`src/hdl/tdpr_pkg.sv`:
```
// Shared constants and types for the task device with power retention.
package tdpr_pkg;

   localparam int unsigned REG_BYTES_DEF  = 256;
   localparam int unsigned SET_BIT_DEF    = 0;
   localparam int unsigned WORK_BIT_DEF   = 1;
   localparam int unsigned FINISH_BIT_DEF = 2;

   localparam int unsigned CNT_W    = 33;
   localparam int unsigned CSR_IDXW = 3;
   localparam int unsigned OFF_EXTW = 13;

   localparam logic [2:0] KIND_READ      = 3'd0;
   localparam logic [2:0] KIND_WRITE     = 3'd1;
   localparam logic [2:0] KIND_TICK      = 3'd2;
   localparam logic [2:0] KIND_RET_BEGIN = 3'd3;
   localparam logic [2:0] KIND_POWER_OFF = 3'd4;
   localparam logic [2:0] KIND_RET_END   = 3'd5;
   localparam logic [2:0] KIND_POWER_ON  = 3'd6;

   localparam logic [1:0] PM_OFF    = 2'd0;
   localparam logic [1:0] PM_IDLE   = 2'd1;
   localparam logic [1:0] PM_ACTIVE = 2'd2;

   localparam logic [CSR_IDXW-1:0] CSR_SET_DELAY     = 3'd0;
   localparam logic [CSR_IDXW-1:0] CSR_WORK_DELAY    = 3'd1;
   localparam logic [CSR_IDXW-1:0] CSR_RECOVER_DELAY = 3'd2;
   localparam logic [CSR_IDXW-1:0] CSR_INIT_RESUME   = 3'd3;
   localparam logic [CSR_IDXW-1:0] CSR_INTERRUPTABLE = 3'd4;

   typedef struct packed {
      logic       irq_fired;
      logic       task_started;
      logic       request_rejected;
      logic [1:0] power_state;
   } ctl_result_type;

endpackage

```
`src/hdl/tdpr_mem.sv`:
```
// Byte storage memory with a clearing pass after reset.
module tdpr_mem #(
   parameter int unsigned REG_BYTES = tdpr_pkg::REG_BYTES_DEF,
   parameter int unsigned AW        = $clog2(REG_BYTES)
) (
   input  logic          clock,
   input  logic          reset,
   input  logic          rd_en,
   input  logic [AW-1:0] rd_addr,
   input  logic          wr_en,
   input  logic [AW-1:0] wr_addr,
   input  logic [7:0]    wr_data,
   output logic [7:0]    rd_data,
   output logic          clearing
);
   import tdpr_pkg::*;

   logic [7:0]    mem [REG_BYTES];
   logic [7:0]    rd_data_ff;
   logic [AW-1:0] clr_ff, clr_in;
   logic          clearing_ff, clearing_in;
   logic          we;
   logic [AW-1:0] wa;
   logic [7:0]    wd;

   always_comb begin
      clr_in      = clr_ff;
      clearing_in = clearing_ff;
      if (clearing_ff) begin
         clr_in = clr_ff + AW'(1);
         if (clr_ff == AW'(REG_BYTES - 1)) clearing_in = 1'b0;
      end
      we = clearing_ff | wr_en;
      wa = clearing_ff ? clr_ff : wr_addr;
      wd = clearing_ff ? 8'd0 : wr_data;
   end

   always_ff @(posedge clock) begin
      if (reset) begin
         clr_ff      <= '0;
         clearing_ff <= 1'b1;
      end else begin
         clr_ff      <= clr_in;
         clearing_ff <= clearing_in;
      end
   end

   always_ff @(posedge clock) begin
      if (we) mem[wa] <= wd;
      if (rd_en) rd_data_ff <= mem[rd_addr];
   end

   assign rd_data  = rd_data_ff;
   assign clearing = clearing_ff;

endmodule

```
`src/hdl/tdpr_ctrl.sv`:
```
// Control byte, power mode, countdown, saved count and configuration registers.
module tdpr_ctrl #(
   parameter int unsigned SET_BIT    = tdpr_pkg::SET_BIT_DEF,
   parameter int unsigned WORK_BIT   = tdpr_pkg::WORK_BIT_DEF,
   parameter int unsigned FINISH_BIT = tdpr_pkg::FINISH_BIT_DEF
) (
   input  logic                            clock,
   input  logic                            reset,
   input  logic                            accept,
   input  logic [2:0]                      kind,
   input  logic [7:0]                      offset,
   input  logic [7:0]                      write_data,
   input  logic                            csr_we,
   input  logic [tdpr_pkg::CSR_IDXW-1:0]   csr_index,
   input  logic [31:0]                     csr_data,
   output tdpr_pkg::ctl_result_type        result,
   output logic [7:0]                      byte0
);
   import tdpr_pkg::*;

   localparam logic [7:0] SetMask    = 8'd1 << SET_BIT;
   localparam logic [7:0] WorkMask   = 8'd1 << WORK_BIT;
   localparam logic [7:0] FinishMask = 8'd1 << FINISH_BIT;

   logic [31:0]      set_delay_ff, work_delay_ff, recover_ff, init_resume_ff;
   logic             intr_ff;
   logic [7:0]       byte0_ff, byte0_in;
   logic [1:0]       pm_ff, pm_in;
   logic [CNT_W-1:0] cnt_ff, cnt_in, cnt_dec;
   logic             run_ff, run_in;
   logic [CNT_W-1:0] saved_ff, saved_in;
   logic [CNT_W-1:0] task_sum;
   logic             working;
   ctl_result_type   res;

   always_comb begin
      task_sum = {1'b0, set_delay_ff} + {1'b0, work_delay_ff};
      working  = (byte0_ff & WorkMask) != 8'd0;
      byte0_in = byte0_ff;
      pm_in    = pm_ff;
      cnt_in   = cnt_ff;
      run_in   = run_ff;
      saved_in = saved_ff;
      cnt_dec  = (cnt_ff != '0) ? cnt_ff - CNT_W'(1) : cnt_ff;
      res      = '0;
      unique case (kind)
         KIND_WRITE: begin
            if (offset == 8'd0 && (write_data & SetMask) != 8'd0) begin
               if (working) begin
                  res.request_rejected = 1'b1;
               end else begin
                  pm_in    = PM_ACTIVE;
                  byte0_in = (byte0_ff | WorkMask) & ~FinishMask;
                  cnt_in   = task_sum;
                  run_in   = 1'b1;
                  res.task_started = 1'b1;
               end
            end
         end
         KIND_TICK: begin
            if (run_ff) begin
               cnt_in = cnt_dec;
               if (cnt_dec == '0) begin
                  run_in   = 1'b0;
                  pm_in    = PM_IDLE;
                  byte0_in = (byte0_ff | FinishMask) & ~WorkMask;
                  res.irq_fired = 1'b1;
               end
            end
         end
         KIND_RET_BEGIN: begin
            pm_in = PM_OFF;
            if (working && run_ff) begin
               saved_in = cnt_ff;
               run_in   = 1'b0;
            end
         end
         KIND_POWER_OFF: begin
            if (working && !intr_ff) saved_in = task_sum;
         end
         KIND_RET_END, KIND_POWER_ON: begin
            pm_in = PM_IDLE;
            if (working) begin
               pm_in  = PM_ACTIVE;
               cnt_in = saved_ff;
               run_in = 1'b1;
            end
         end
         default: begin
         end
      endcase
      res.power_state = pm_in;
   end

   always_ff @(posedge clock) begin
      if (reset) begin
         set_delay_ff   <= '0;
         work_delay_ff  <= '0;
         recover_ff     <= '0;
         init_resume_ff <= '0;
         intr_ff        <= 1'b0;
         byte0_ff       <= '0;
         pm_ff          <= PM_OFF;
         cnt_ff         <= '0;
         run_ff         <= 1'b0;
         saved_ff       <= '0;
      end else begin
         if (csr_we) begin
            unique case (csr_index)
               CSR_SET_DELAY:     set_delay_ff  <= csr_data;
               CSR_WORK_DELAY:    work_delay_ff <= csr_data;
               CSR_RECOVER_DELAY: begin
                  recover_ff <= csr_data;
                  saved_ff   <= {1'b0, init_resume_ff} + {1'b0, csr_data};
               end
               CSR_INIT_RESUME: begin
                  init_resume_ff <= csr_data;
                  saved_ff       <= {1'b0, csr_data} + {1'b0, recover_ff};
               end
               CSR_INTERRUPTABLE: intr_ff <= csr_data[0];
               default: begin
               end
            endcase
         end else if (accept) begin
            saved_ff <= saved_in;
         end
         if (accept) begin
            byte0_ff <= byte0_in;
            pm_ff    <= pm_in;
            cnt_ff   <= cnt_in;
            run_ff   <= run_in;
         end
      end
   end

   assign result = res;
   assign byte0  = byte0_ff;

endmodule

```
`src/hdl/task_device_with_power_retention_unit.sv`:
```
// Pipeline: a request is registered in stage one (s1), then in the response register that
// drives rsp_tvalid; a stalled response holds stage one.
// Throughput: one request per cycle unless clearing or a stalled stage one holds req_tready low;
// control state updates in the accept cycle and the byte memory read port is registered.
// Reset: synchronous, active high; control state and registers clear at once, then a
// clearing pass writes zero to all REG_BYTES memory bytes, one per cycle, during which
// req_tready stays low (configuration writes are still taken).
module task_device_with_power_retention_unit #(
   parameter int unsigned REG_BYTES  = tdpr_pkg::REG_BYTES_DEF,
   parameter int unsigned SET_BIT    = tdpr_pkg::SET_BIT_DEF,
   parameter int unsigned WORK_BIT   = tdpr_pkg::WORK_BIT_DEF,
   parameter int unsigned FINISH_BIT = tdpr_pkg::FINISH_BIT_DEF
) (
   input  logic                          clock,
   input  logic                          reset,
   input  logic                          req_tvalid,
   output logic                          req_tready,
   input  logic [15:0]                   req_tdata,  // offset[7:0], write_data[15:8]
   input  logic [2:0]                    req_tuser,  // req_type[2:0]
   output logic                          rsp_tvalid,
   input  logic                          rsp_tready,
   // read_data[7:0], irq_fired[8], task_started[9], request_rejected[10],
   // power_state[12:11], zero[15:13]
   output logic [15:0]                   rsp_tdata,
   input  logic                          csr_valid,
   output logic                          csr_ready,
   input  logic [tdpr_pkg::CSR_IDXW-1:0] csr_index,
   input  logic [31:0]                   csr_data
);
   import tdpr_pkg::*;

   localparam int unsigned AW = $clog2(REG_BYTES);

   logic [7:0]          offset, write_data;
   logic [2:0]          kind;
   logic                accept, clearing;
   logic [OFF_EXTW-1:0] off_ext;
   logic                in_range;
   logic [AW-1:0]       addr;
   logic                mem_wr, mem_rd;
   logic [7:0]          mem_rdata, byte0;
   ctl_result_type      ctl_res;

   logic                s1_v_ff, s1_v_in, s1_adv;
   ctl_result_type      s1_res_ff;
   logic                s1_mem_ff;
   logic [7:0]          s1_byte_ff, s1_byte_in;
   logic                rsp_v_ff, rsp_v_in;
   logic [15:0]         rsp_data_ff;

   assign offset     = req_tdata[7:0];
   assign write_data = req_tdata[15:8];
   assign kind       = req_tuser;
   assign off_ext    = {{(OFF_EXTW - 8){1'b0}}, offset};
   assign in_range   = off_ext < OFF_EXTW'(REG_BYTES);
   assign addr       = off_ext[AW-1:0];

   assign s1_adv     = s1_v_ff && (!rsp_v_ff || rsp_tready);
   assign req_tready = !clearing && (!s1_v_ff || s1_adv);
   assign accept     = req_tvalid && req_tready;
   assign csr_ready  = 1'b1;

   assign mem_wr = accept && kind == KIND_WRITE && offset != 8'd0 && in_range;
   assign mem_rd = accept;
   assign s1_byte_in = (kind == KIND_READ && offset == 8'd0) ? byte0 : 8'd0;

   tdpr_mem #(
      .REG_BYTES (REG_BYTES),
      .AW        (AW)
   ) u_mem (
      .clock    (clock),
      .reset    (reset),
      .rd_en    (mem_rd),
      .rd_addr  (addr),
      .wr_en    (mem_wr),
      .wr_addr  (addr),
      .wr_data  (write_data),
      .rd_data  (mem_rdata),
      .clearing (clearing)
   );

   tdpr_ctrl #(
      .SET_BIT    (SET_BIT),
      .WORK_BIT   (WORK_BIT),
      .FINISH_BIT (FINISH_BIT)
   ) u_ctrl (
      .clock      (clock),
      .reset      (reset),
      .accept     (accept),
      .kind       (kind),
      .offset     (offset),
      .write_data (write_data),
      .csr_we     (csr_valid && csr_ready),
      .csr_index  (csr_index),
      .csr_data   (csr_data),
      .result     (ctl_res),
      .byte0      (byte0)
   );

   always_comb begin
      s1_v_in = s1_v_ff;
      if (accept) s1_v_in = 1'b1;
      else if (s1_adv) s1_v_in = 1'b0;
      rsp_v_in = rsp_v_ff;
      if (s1_adv) rsp_v_in = 1'b1;
      else if (rsp_tready) rsp_v_in = 1'b0;
   end

   always_ff @(posedge clock) begin
      if (reset) begin
         s1_v_ff  <= 1'b0;
         rsp_v_ff <= 1'b0;
      end else begin
         s1_v_ff  <= s1_v_in;
         rsp_v_ff <= rsp_v_in;
      end
   end

   always_ff @(posedge clock) begin
      if (accept) begin
         s1_res_ff  <= ctl_res;
         s1_mem_ff  <= kind == KIND_READ && offset != 8'd0 && in_range;
         s1_byte_ff <= s1_byte_in;
      end
      if (s1_adv) begin
         rsp_data_ff <= {3'b000, s1_res_ff.power_state, s1_res_ff.request_rejected,
                         s1_res_ff.task_started, s1_res_ff.irq_fired,
                         s1_mem_ff ? mem_rdata : s1_byte_ff};
      end
   end

   assign rsp_tvalid = rsp_v_ff;
   assign rsp_tdata  = rsp_data_ff;

   a_no_accept_while_clearing: assert property (@(posedge clock) disable iff (reset)
      clearing |-> !req_tready)
      else $error("request taken during clearing pass");

   a_stalled_stage_blocks: assert property (@(posedge clock) disable iff (reset)
      (s1_v_ff && !s1_adv) |-> !req_tready)
      else $error("request taken while stage one is stalled");

   a_start_reject_exclusive: assert property (@(posedge clock) disable iff (reset)
      rsp_tvalid |-> !(rsp_tdata[9] && rsp_tdata[10]))
      else $error("start both taken and rejected");

   a_power_state_legal: assert property (@(posedge clock) disable iff (reset)
      rsp_tvalid |-> rsp_tdata[12:11] != 2'd3)
      else $error("illegal power state in result");

   a_result_follows_stage: assert property (@(posedge clock) disable iff (reset)
      s1_adv |=> rsp_tvalid)
      else $error("stage one transfer lost");

endmodule
```
`config.mk`:
```
export PLATFORM = sky130hd
export DESIGN_NAME = task_device_with_power_retention_unit
export DESIGN_NICKNAME = d
export VERILOG_FILES = /design/src/hdl/tdpr_pkg.sv /design/src/hdl/tdpr_mem.sv /design/src/hdl/tdpr_ctrl.sv /design/src/hdl/task_device_with_power_retention_unit.sv
export SDC_FILE = /design/constraint.sdc
export NUM_CORES = 2
export LEC_CHECK = 0
export BUFFER_PORTS_ARGS = -buffer_cell sky130_fd_sc_hd__buf_2
export CELL_PAD_IN_SITES_DETAIL_PLACEMENT = 1
export CELL_PAD_IN_SITES_GLOBAL_PLACEMENT = 2
export CORE_AREA = 4 4 433 435
export CTS_BUF_LIST = sky130_fd_sc_hd__clkbuf_2 sky130_fd_sc_hd__clkbuf_4 sky130_fd_sc_hd__clkbuf_8
export DETAILED_ROUTE_END_ITERATION = 10
export DIE_AREA = 0 0 437 439
export HOLD_SLACK_MARGIN = 0.02
export PLACE_DENSITY_LB_ADDON = 0.1
export SYNTH_ARGS = -nofsm -noshare
export SYNTH_HDL_FRONTEND = slang
export SYNTH_SLANG_ARGS = --single-unit
```
`constraint.sdc`:
```
create_clock -name clock -period 11.61 [get_ports clock]
set_input_delay 0 -clock clock [delete_from_list [all_inputs] [get_ports clock]]
set_output_delay 0 -clock clock [all_outputs]
set_load 0.01 [all_outputs]
```
== Yosys cells after proc, flatten, opt, wreduce, memory -nomap -nowiden ==
Memories as Yosys holds them, arrays and structs flattened. A register that Yosys moved wholly into a read port is not among the register bits.
Index checks and enable logic that the tools add are counted.
Word-level totals
  bits in registers: 232
  bits in latches: 0
  RAM bits: 2048
  bits in read-only memories: 0
  output and inout port bits: 19
  memories: 1
Memory list
  u_mem.mem: depth 256, bits a word 8, read ports 1, clocked after memory_dff 1, write ports 1, line tdpr_mem.sv:18  | logic [7:0] mem [REG_BYTES];
Operators by class
  add/subtract/negate cells: 5
  multiply operators: 0
  divide/modulo/power cells: 0
  $lt $le $gt $ge: 1
  equal/unequal tests: 20
  shifts and indexed selects: 0
  multiplexer cells: 44
  bitwise gates (word level): 1
  reductions and logical operators: 44
Operators by type and width (count)
  $mux 33: 9
  $pmux 33 s2: 2
  $add 32x32->33: 3
  $pmux 33 s3: 1
  $logic_not 33->1: 1
  $reduce_bool 33->1: 1
  $sub 33x1->33 const B: 1
  $reduce_and 6->1: 3
  $mux 1: 17
  $mux 8: 2
  $mux 3: 5
  $reduce_and 2->1: 7
  $eq 3x2->1 const B: 4
  $eq 3x3->1 const B: 4
  $logic_and 1x1->1: 12
  $mux 2: 5
  $ne 2x1->1 const B: 5
  $reduce_and 5->1: 2
  $lt 8x9->1 const B: 1
  $add 8x1->8 const B: 1
  $eq 8x8->1 const B: 1
  $logic_not 8->1: 1
  $pmux 2 s4: 1
  $reduce_bool 2->1: 4
  14 further kinds: 22

== Logic depth before layout (Yosys ltp) ==
  depth after elaboration: 12
  gate-level depth with buffers: 16
  depth with buffers taken out: 14

== Modules after synthesis ==
From an unflattened synthesis, not the netlist that was laid out.
Second synthesis, totals
  cell total of the unflattened synthesis: 5670
  area total of the unflattened synthesis: 94210.4 um2
By module, submodules not included
  tdpr_mem: instances 1, cells an instance 3845, area an instance 80078.1 um2
  tdpr_ctrl: instances 1, cells an instance 1754, area an instance 12986.2 um2
  task_device_with_power_retention_unit: instances 1, cells an instance 71, area an instance 1146.1 um2

== Worst setup path after synthesis ==
No wires, ideal clock.
  path kind: reg-to-reg
  start: reg u_mem.clearing_ff (netlist: u_mem.clearing)
  end: mem u_mem.mem[0][0], data pin
  library setup time: 1.446 ns
  data arrival time: 7.108 ns
  path slack: 3.055 ns
  stages on the path, launching flop included: 5
  buffers on the path: 3
  path through: dfxtp_1 > clkbuf_1 > clkbuf_1 > clkbuf_1 > nor2b_1
Between the ends
  longest elaborated chain between the ends: 1
Ends and longest elaborated chain
  start: declaration: line tdpr_mem.sv:21  | logic clearing_ff, clearing_in;
  start signal: assignment: line tdpr_mem.sv:44  | clearing_ff <= clearing_in;
  $mux 8: line tdpr_mem.sv:35  | wd = clearing_ff ? 8'd0 : wr_data;
  net u_mem.wd[0]: line tdpr_mem.sv:24  | logic [7:0] wd;
  end: declaration: line tdpr_mem.sv:18
The timed path passes the listed nets, and every way through them passes these cells.

==> results.cfg <==
[cts]
clock_path_buffers = 4
clk_latency_ns = 1.08
root_buffer = clkbuf_8
cts_tree = yes
cts-buffers-inserted = 386
clkTransAtPathRegs_ns = 0.06
h-tree-depth = 5
clock_sinks = 2288
cts_resized = 0

[run_status]
status = complete, no violations

[power]
power_density_nw_per_um2 = 158
sw_frac_of_total_pct = 22.1
ir_worst_vdd_v = 0.000128
sequentialPowerShare_pct = 53.7
p_int_mw = 12.9
p_clk_share_pct = 41.4
leakagePower_nw = 34.3
combPwrFrac_pct = 4.9
power_switching_mw = 3.65

[yosys]
synth_top_cell_area_share_pct = 67.0
synth.area.top_cells = edfxtp_1 (67%), mux4_2 (16%), dfxtp_1 (4.5%), nand2_1 (1.6%), nor2_1 (1.5%)
ys_types = 86
ys.flop_type = edfxtp_1
syn_avg_cell_area_um2 = 18.4
synth_sequential_area_ratio_pct = 71.5
yosys.area.top_type = edfxtp_1
syn_inst = 5061
synth_edf_count = 2077
synth.ff_latch_count = 2288
syn_area_um2 = 93100
async_flop_share_pct = 0
synth_warnings = 0

[routing]
met3_length_mm = 15.3
top_layer = met5
ant_nets = 0
routed_wl_mm = 249
drcViolationCount = 0
via_per_inst = 6.10
via_count = 50007
drt_pre_antenna_iters = 8
wl_per_cell_um = 30.4
met2WireLength_mm = 121
wl_met1_mm = 107
drt_iter0_markers = 5016

[layout]
syn2layout_area_growth_pct = 12.6
final_util_pct = 57.3
finalNetCount = 5571
fillers = 16215
drive_above_1_share_pct = 26.3

[placement]
portBuffers = 73
dp_hpwl_mm = 149
place_congestion = 0.795

[floorplanning]
num_rows = 157
ioPinCount = 78
die_h_um = 439
core_area_um2 = 183000
initial_core_util_pct = 50.9
die_w_um = 437
dieArea_um2 = 192000

[worst_hold_path]
hp-class = in -> reg

[sta]
finalSetupViolations = 0
rsz0062_at_grt = false
clock.fmax_ghz = 0.195
fin_tns_setup_ns = 0
drv_slew = 0
fin_crit_ns = 5.12
min_period_over_period_pct = 44.1
hold_violations = 0
relSlewSlack_pct = 7.77
fin_skew_ns = 0.0887
hold_ws_ns = 0.131
worstMarginPinSlew_ns = 1.38

[global_routing]
grt_pass1_vias = 52927
overflow = 0
antenna_found_initial = 14
grt_pass1_wl_mm = 369
grt_max_degree = 230
track_usage_pct = 26.3

[setup_path]
ff2ff_setup_slack_ns = 7.12
endpoint_kind = flop
worstSetupPathType = in -> reg
cp_data_arrival_time_ns = 5.95
crit_path_start_kind = input port
cp.required_ns = 12.44
path_max_fanout = 126

[run]
maxCapViolations = 0
-- path summary, 6_finish.rpt --
kind / start / to / cells past startpoint
min: req_tdata[11] / u_mem.mem[147][3] / 3
max: req_tdata[1] / u_mem.rd_data[4] / 10
min reg2reg: s1_res_ff[1] / rsp_tdata[12] / 0
max reg2reg: u_mem.clearing / u_mem.mem[138][4] / 9
-- worst max-delay path, cell delays in order --
cell and delay (ns):
dlygate4sd3_1 0.57, buf_8 0.30, buf_4 0.59, buf_12 0.62
buf_4 0.89, mux4_2 0.44, mux4_2 0.55, mux4_2 0.56
mux4_2 0.49, dlygate4sd3_1 0.57
-- flip-flops by register name, indices dropped and copies added (netlist names), 2 cells and up --
| register | count |
|---|---|
| u_ctrl.recover_ff | 32 |
| u_ctrl.set_delay_ff | 32 |
| u_ctrl.byte0 | 2 |
| u_ctrl.init_resume_ff | 32 |
| s1_res_ff | 5 |
| u_ctrl.pm_ff | 2 |
| u_mem.clr_ff | 8 |
| u_ctrl.cnt_ff | 33 |
| u_mem.rd_data | 8 |
| s1_byte_ff | 2 |
| u_mem.mem | 2048 |
| u_ctrl.work_delay_ff | 32 |
| rsp_tdata | 13 |
| u_ctrl.saved_ff | 33 |
-- cells in the mapped netlist (all sizes together) (11+ instances only) --
library cell and n:
a21oi 276, nor2 377, clkbuf 236, nor4 16
ha 67, nor2b 21, nor3 29, edfxtp 2077
mux2 37, inv 32, nand3 27, xor2 32
xnor2 42, buf 67, mux4 680, a211oi 24
a21o 41, nand2 407, and2 17, or3 20
dfxtp 211, nand2b 20, o21a 11, a221oi 24
nand4 15, a31oi 11, o21ai 95, o21bai 14
-- routing by layer --
layer  track usage (%)  up-vias
li1                  -    21239
met2              42.0     1718
met1              38.2    26680
met4              7.26        2
met3              4.31      368
met5                 0        -
-- repair_timing --
| action | CTS | global route |
|---|---|---|
| hold endpoints to repair | 1320 | 0 |
| setup buffers | 0 | 0 |
| hold buffers | 128 | 0 |
-- through the flow --
stage	cells	area [um2]	worst slack, ns	power (mW)
finish	8194	105000	6.49	16.5
global route	8193	105000	6.41	17.2
CTS	8191	105000	6.66	16.7
detailed placement	7390	96300	6.07	9.84
global placement	7390	96300	6.08	9.83
floorplan	5063	93100	3.06	9.56
-- power by group through the flow --
stage	Clock [mW]	Sequential (mW)	Combinational (mW)
final	6.85	8.89	0.805
after floorplan	0	9.05	0.501
after detailed placement	0	9.06	0.776
after global placement	0	9.06	0.770
after global routing	7.43	8.88	0.849
after CTS	7.00	8.89	0.813
-- cell families after synthesis --
| logic type | Yosys count | synth area share, % |
|---|---|---|
| XOR/XNOR | 74 | 0.696 |
| flip-flops | 2288 | 71.5 |
| buffers and inverters | 336 | 1.42 |
| adder cells (fa/ha/maj) | 69 | 0.943 |
| AND/OR/NAND/NOR | 983 | 4.57 |
| AO/OA/AOI/OAI | 586 | 3.88 |
| other | 2 | 0.00807 |
| multiplexers | 723 | 17.0 |
-- cell type report --
| class | instances | area [um2] | area share (%) |
|---|---|---|---|
| clock buffers | 515 | 6340 | 6.05 |
| inverters | 33 | 131 | 0.125 |
| clock inverters | 158 | 845 | 0.806 |
| well taps | 2464 | 3080 | 2.94 |
| multi-input cells | 2439 | 25300 | 24.1 |
| flip-flops and latches | 2288 | 66600 | 63.5 |
| repair buffers | 295 | 2550 | 2.43 |
| diodes | 2 | 5.00 | 0.00477 |
-- layout by cell type, fill, tap and decap left out, types with 49 or more instances in the layout --
master / instances
dlygate4sd3_1: 127
dfxtp_1: 210
clkinv_1: 96
edfxtp_1: 2077
o21ai_0: 91
a21oi_1: 275
buf_2: 69
clkbuf_8: 396
clkbuf_4: 119
mux4_2: 680
clkinv_2: 49
nor2_1: 374
buf_4: 81
ha_1: 67
nand2_1: 406
(Power assumes the default switching activity.)
